File: src/rtl/core/hwd_pkg.sv
// shared types and constants of the huffman tree walk decoder
// no dependencies; imported by the front, back and top level files
`timescale 1ns / 1ps

package hwd_pkg;

  localparam int MAX_NODES_DEF   = 511;
  localparam int STACK_DEPTH_DEF = 256;
  localparam int SYM_W           = 8;
  localparam int COUNT_W         = 40;
  localparam int QUEUE_DEPTH     = 4;

  typedef enum logic [1:0] {
    REQ_BEGIN = 2'd0,
    REQ_NODE  = 2'd1,
    REQ_COUNT = 2'd2,
    REQ_BIT   = 2'd3
  } req_t;

  typedef enum logic [1:0] {
    KIND_SYMBOL    = 2'd0,
    KIND_TREE_DONE = 2'd1,
    KIND_ERROR     = 2'd2
  } kind_t;

  typedef enum logic [1:0] {
    ERR_NOT_READY  = 2'd0,
    ERR_NO_CHILD   = 2'd1,
    ERR_OVERFLOW   = 2'd2,
    ERR_EXTRA_NODE = 2'd3
  } err_t;

  typedef enum logic [1:0] {
    BK_EXEC = 2'd0,
    BK_NODE = 2'd1,
    BK_BIT  = 2'd2
  } bk_state_t;

  typedef struct packed {
    req_t               op;
    logic               is_leaf;
    logic [SYM_W-1:0]   sym;
    logic               code_bit;
    logic [COUNT_W-1:0] count;
  } hwd_item_t;

endpackage

File: src/rtl/core/hwd_front.sv
// front end: accepts input words, classifies them and queues them for the back end
// depends on hwd_pkg
`timescale 1ns / 1ps

module hwd_front (
  input  logic                         clk,
  input  logic                         rst_n,
  input  logic                         in_valid,
  output logic                         in_stall,
  input  logic [1:0]                   in_req_type,
  input  logic                         in_is_leaf,
  input  logic [hwd_pkg::SYM_W-1:0]    in_leaf_symbol,
  input  logic                         in_code_bit,
  input  logic [hwd_pkg::COUNT_W-1:0]  in_symbol_count,
  output logic                         q_valid,
  output hwd_pkg::hwd_item_t           q_item,
  input  logic                         q_take
);
  import hwd_pkg::*;

  localparam int QP_W = $clog2(QUEUE_DEPTH);
  localparam int QC_W = $clog2(QUEUE_DEPTH + 1);

  hwd_item_t        slot_r [QUEUE_DEPTH];
  logic [QP_W-1:0]  wr_ptr_r, wr_ptr_nxt;
  logic [QP_W-1:0]  rd_ptr_r, rd_ptr_nxt;
  logic [QC_W-1:0]  fill_r, fill_nxt;
  logic             push;
  logic             pop;
  hwd_item_t        new_item;

  assign in_stall = (fill_r == QC_W'(QUEUE_DEPTH));
  assign push     = in_valid && !in_stall;
  assign q_valid  = (fill_r != '0);
  assign pop      = q_take && q_valid;
  assign q_item   = slot_r[rd_ptr_r];

  always_comb begin
    new_item          = '0;
    new_item.op       = req_t'(in_req_type);
    new_item.is_leaf  = in_is_leaf;
    new_item.sym      = in_leaf_symbol;
    new_item.code_bit = in_code_bit;
    new_item.count    = in_symbol_count;
  end

  always_comb begin
    wr_ptr_nxt = push ? wr_ptr_r + QP_W'(1) : wr_ptr_r;
    rd_ptr_nxt = pop ? rd_ptr_r + QP_W'(1) : rd_ptr_r;
    fill_nxt   = fill_r + QC_W'(push) - QC_W'(pop);
  end

  always_ff @(posedge clk) begin
    if (!rst_n) begin
      wr_ptr_r <= '0;
      rd_ptr_r <= '0;
      fill_r   <= '0;
    end else begin
      wr_ptr_r <= wr_ptr_nxt;
      rd_ptr_r <= rd_ptr_nxt;
      fill_r   <= fill_nxt;
    end
  end

  always_ff @(posedge clk) begin
    if (push) begin
      slot_r[wr_ptr_r] <= new_item;
    end
  end

endmodule

File: config.mk
export PLATFORM = sky130hd
export DESIGN_NAME = hwd_front
export DESIGN_NICKNAME = d
export VERILOG_FILES = /design/src/rtl/core/hwd_pkg.sv /design/src/rtl/core/hwd_front.sv
export SDC_FILE = /design/constraint.sdc
export NUM_CORES = 1
export LEC_CHECK = 0
export ABC_AREA = 1
export ABC_CLOCK_PERIOD_IN_PS = 6800
export BUFFER_PORTS_ARGS = -buffer_cell sky130_fd_sc_hd__buf_2
export CAP_MARGIN = 30
export CORE_MARGIN = 5
export CORE_UTILIZATION = 62
export CTS_CLUSTER_DIAMETER = 200
export DETAILED_ROUTE_END_ITERATION = 6
export PLACE_DENSITY = 0.82
export SETUP_SLACK_MARGIN = 0.1
export SYNTH_ARGS = -nofsm -noshare
export SYNTH_HDL_FRONTEND = slang
export SYNTH_SLANG_ARGS = --single-unit
export TNS_END_PERCENT = 5
File: constraint.sdc
create_clock -name clk -period 6.8 [get_ports clk]
set_input_delay 1.02 -clock clk [delete_from_list [all_inputs] [get_ports clk]]
set_output_delay 1.02 -clock clk [all_outputs]
set_load 0.1 [all_outputs]
==> reports/qor.csv <==
stage,metric,value,unit
outcome,status,finished clean,
synth,yosys warns,0,
detailed_routing,Final ANT Viol Nets,0,
sta,fin crit period,4.40,ns
synth,largest cells by area after synthesis,"edfxtp_1 72%, o22ai_2 5.3%, o21ai_0 5.2%",
power,clock power share,22.6,%
die,core area,13800,um2
grt,All-Layer GR Usage,20.3,%
worst_setup_path,crit path kind,register to primary output,
grt,pin count of the biggest net entering global routing,106,
synth,post-synth top area cell,edfxtp_1,
power,Leakage,3.47,nW
cells_and_area,layout cells sized above 1,33.2,%
power,Net Sw Power,0.00211,W
detailed_routing,drt drc,0,
cts,Skew-Pair Late Insertion Delay,0.49,ns
power,Pwr Density,466,nW/um2
sta,Final period util,64.7,%
cts,post-CTS setup buffers,0,
grt,vias in the first global route,5191,
detailed_routing,Iteration-0 DRC Markers,467,
worst_setup_path,CP arrival,3.38,ns
detailed_routing,routed len/inst,19.3,um
worst_setup_path,Critical Path Fanout Max,101,
grt,initial antenna violation count,3,
cts,post-CTS sizing,0,
detailed_routing,DRT Pass-1 Iters,5,
die,die width,129,um
cts,"Reg clk slew, reported paths",0.06,ns
synth,Synth Register Bits,217,
synth,dominant synthesized flop cell,edfxtp_1,
job,Max-Cap Viols,0,
die,Die ar.,16500,um2
cells_and_area,Multi-input gate area,2030,um2
sta,Worst Clk Skew,0.0147,ns
placed_design,hpwl dp,9510,um
power,cell-internal power,0.00255,W
synth,post-synthesis sequential area ratio,73.6,%
cts,clk sinks,217,
sta,final hold violations,0,
cts,Max clock buf depth,3,
detailed_routing,DRT Wirelength,16800,um
synth,"EDFF count, synth",208,
power,combinational share of power,41.4,%
cts,number of buffers created by CTS,21,
cts,CTS tree,done,
placed_design,Final GP Congestion,0.718,
synth,syn_nets,631,
placed_design,port bufs,109,
sta,Slew Limit Fails,0,
cts,H-tree Lvls,1,
synth,top-count cell post-synth,edfxtp_1,
cells_and_area,"Net count, final",738,
worst_setup_path,Crit. End Element,primary output,
die,total I/O pin count,110,
synth,Post-Syn Instances,568,
sta,setup TNS,0,ns
worst_setup_path,"Data required, critical path",5.78,ns
power,part of the power in registers,36.0,%
grt,GRT overflow,0,
grt,wire length of the first global-routing pass,26500,um
detailed_routing,vias,4983,
synth,Syn Area/Cell,15.4,um2
cells_and_area,final design utilization,72.4,%
synth,post-synthesis async set-or-reset flop share,0,%
sta,Tightest Pin Transition,0.941,ns
sta,Fmax,227,MHz
cts,CTS Root Cell,clkbuf_16,
cells_and_area,Layout Area Growth over Synthesis,14.7,%
sta,slew margin rel.,37.2,%
die,initial core utilization,63.1,%
detailed_routing,routed vias/inst,5.72,
cells_and_area,FF+latch area,6430,um2
cts,count of hold-fix buffers inserted at cts,0,
power,Max IR drop VDD,0.385,mV
synth,post-synth cell types,22,
worst_setup_path,Setup crit start kind,register,
synth,top-area cell type share of the netlist area,71.6,%
cells_and_area,filler instances,854,
worst_hold_path,min-delay worst type,register to register,
synth,Syn Std Cell Area,8730,um2
synth,list of most frequent post-synthesis cells,"208 x edfxtp_1, 91 x o21ai_0, 76 x nor2_1, 37 x nor2_4, 37 x o22ai_2",
power,sw frac,45.3,%
die,Std-Cell Rows,43,
die,die outline height,129,um
sta,# setup viols final,0,
sta,RSZ-0062 raised after global routing,no,
worst_setup_path,R2R setup slack,4.46,ns
## registers in the layout, indices dropped and copies added (netlist names), named ones only
name and flops:
fill_r 3, rd_ptr_r 2, wr_ptr_r 2, slot_r 208
## worst max-delay path: stages (launching register included)
cell	delay [ns]
dfxtp_4	0.37
buf_16	0.21
inv_6	0.60
buf_4	0.69
nor2_1	0.10
o22ai_1	0.30
buf_2	0.49
## power groups by stage
stage / sequential, W / clock (W) / combinational (W)
finish: 0.00168 / 0.00106 / 0.00193
detailed placement: 0.00176 / 0 / 0.00188
global route: 0.00169 / 0.00113 / 0.00202
CTS: 0.00173 / 0.00107 / 0.00188
global placement: 0.00176 / 0 / 0.00183
floorplan: 0.00170 / 0 / 0.00165
## area by class of cell
| class | count | share of cell area, % |
|---|---|---|
| flip-flops and latches | 217 | 64.2 |
| multi-input cells | 302 | 20.2 |
| repair buffers | 116 | 6.30 |
| clock buffers | 25 | 5.40 |
| well taps | 180 | 2.25 |
| clock inverters | 13 | 0.862 |
| inverters | 17 | 0.687 |
| diodes | 1 | 0.0250 |
## layer usage
layer	routed length [um]	part of all wire (%)	global-route usage, %
met5	21	0.13	0
met4	257	1.5	4.88
met3	983	5.9	4.11
met2	8780	52	36.0
met1	6730	40	25.9
## path summary, 6_finish.rpt
path,from,cells past startpoint,to
worst min-delay path,rd_ptr_r[0],2,register
worst max register to register,fill_r[1],10,fill_r[2]
worst max-delay path,register,6,q_item[29]
worst min register to register,rd_ptr_r[0],2,register
## cell usage in the layout, fill, tap and decap left out
cell type	netlist	final
fa_1	1	1
nor2_1	76	72
o21ai_1	14	14
diode_2	0	1
nand2_1	13	13
o22ai_2	37	37
ha_1	6	6
dfxtp_2	0	1
o22ai_1	15	15
inv_2	2	1
clkbuf_1	14	4
nor2_4	37	41
buf_12	5	1
a21boi_0	2	2
buf_4	1	5
inv_6	0	2
clkinv_1	0	6
clkinv_2	0	5
nand3_1	3	3
edfxtp_1	208	208
buf_16	0	1
a21oi_1	4	4
dfxtp_4	0	1
inv_1	15	15
o21ai_0	91	91
bufinv_16	0	1
clkbuf_16	0	21
nor2_2	3	3
buf_2	9	109
dfxtp_1	9	7
## through the flow
step / total power, W / cells / worst slack (ns) / hold slack, ns / instance area (um2)
2_1_floorplan: 0.00335 / 568 / 3.02 / 0.448 / 8730
3_3_place_gp: 0.00359 / 830 / 2.88 / 0.467 / 9340
3_5_place_dp: 0.00363 / 831 / 2.77 / 0.502 / 9360
4_1_cts: 0.00468 / 869 / 2.26 / 0.520 / 9980
5_1_grt: 0.00483 / 871 / 2.28 / 0.567 / 10000
6_report: 0.00466 / 871 / 2.40 / 0.517 / 10000
## logic make-up (layout without fill, tap and decap cells)
kind of cell | after synthesis | count (layout) | synth area share, %
AOI/OAI and AO/OA | 163 | 163 | 12.8
other | 0 | 1 | 0
buffers and inverters | 49 | 171 | 3.47
and+or+nand+nor | 132 | 132 | 8.99
DFF | 217 | 217 | 73.6
adders and majority gates | 7 | 7 | 1.09
Power figures use the tool's default switching activity.
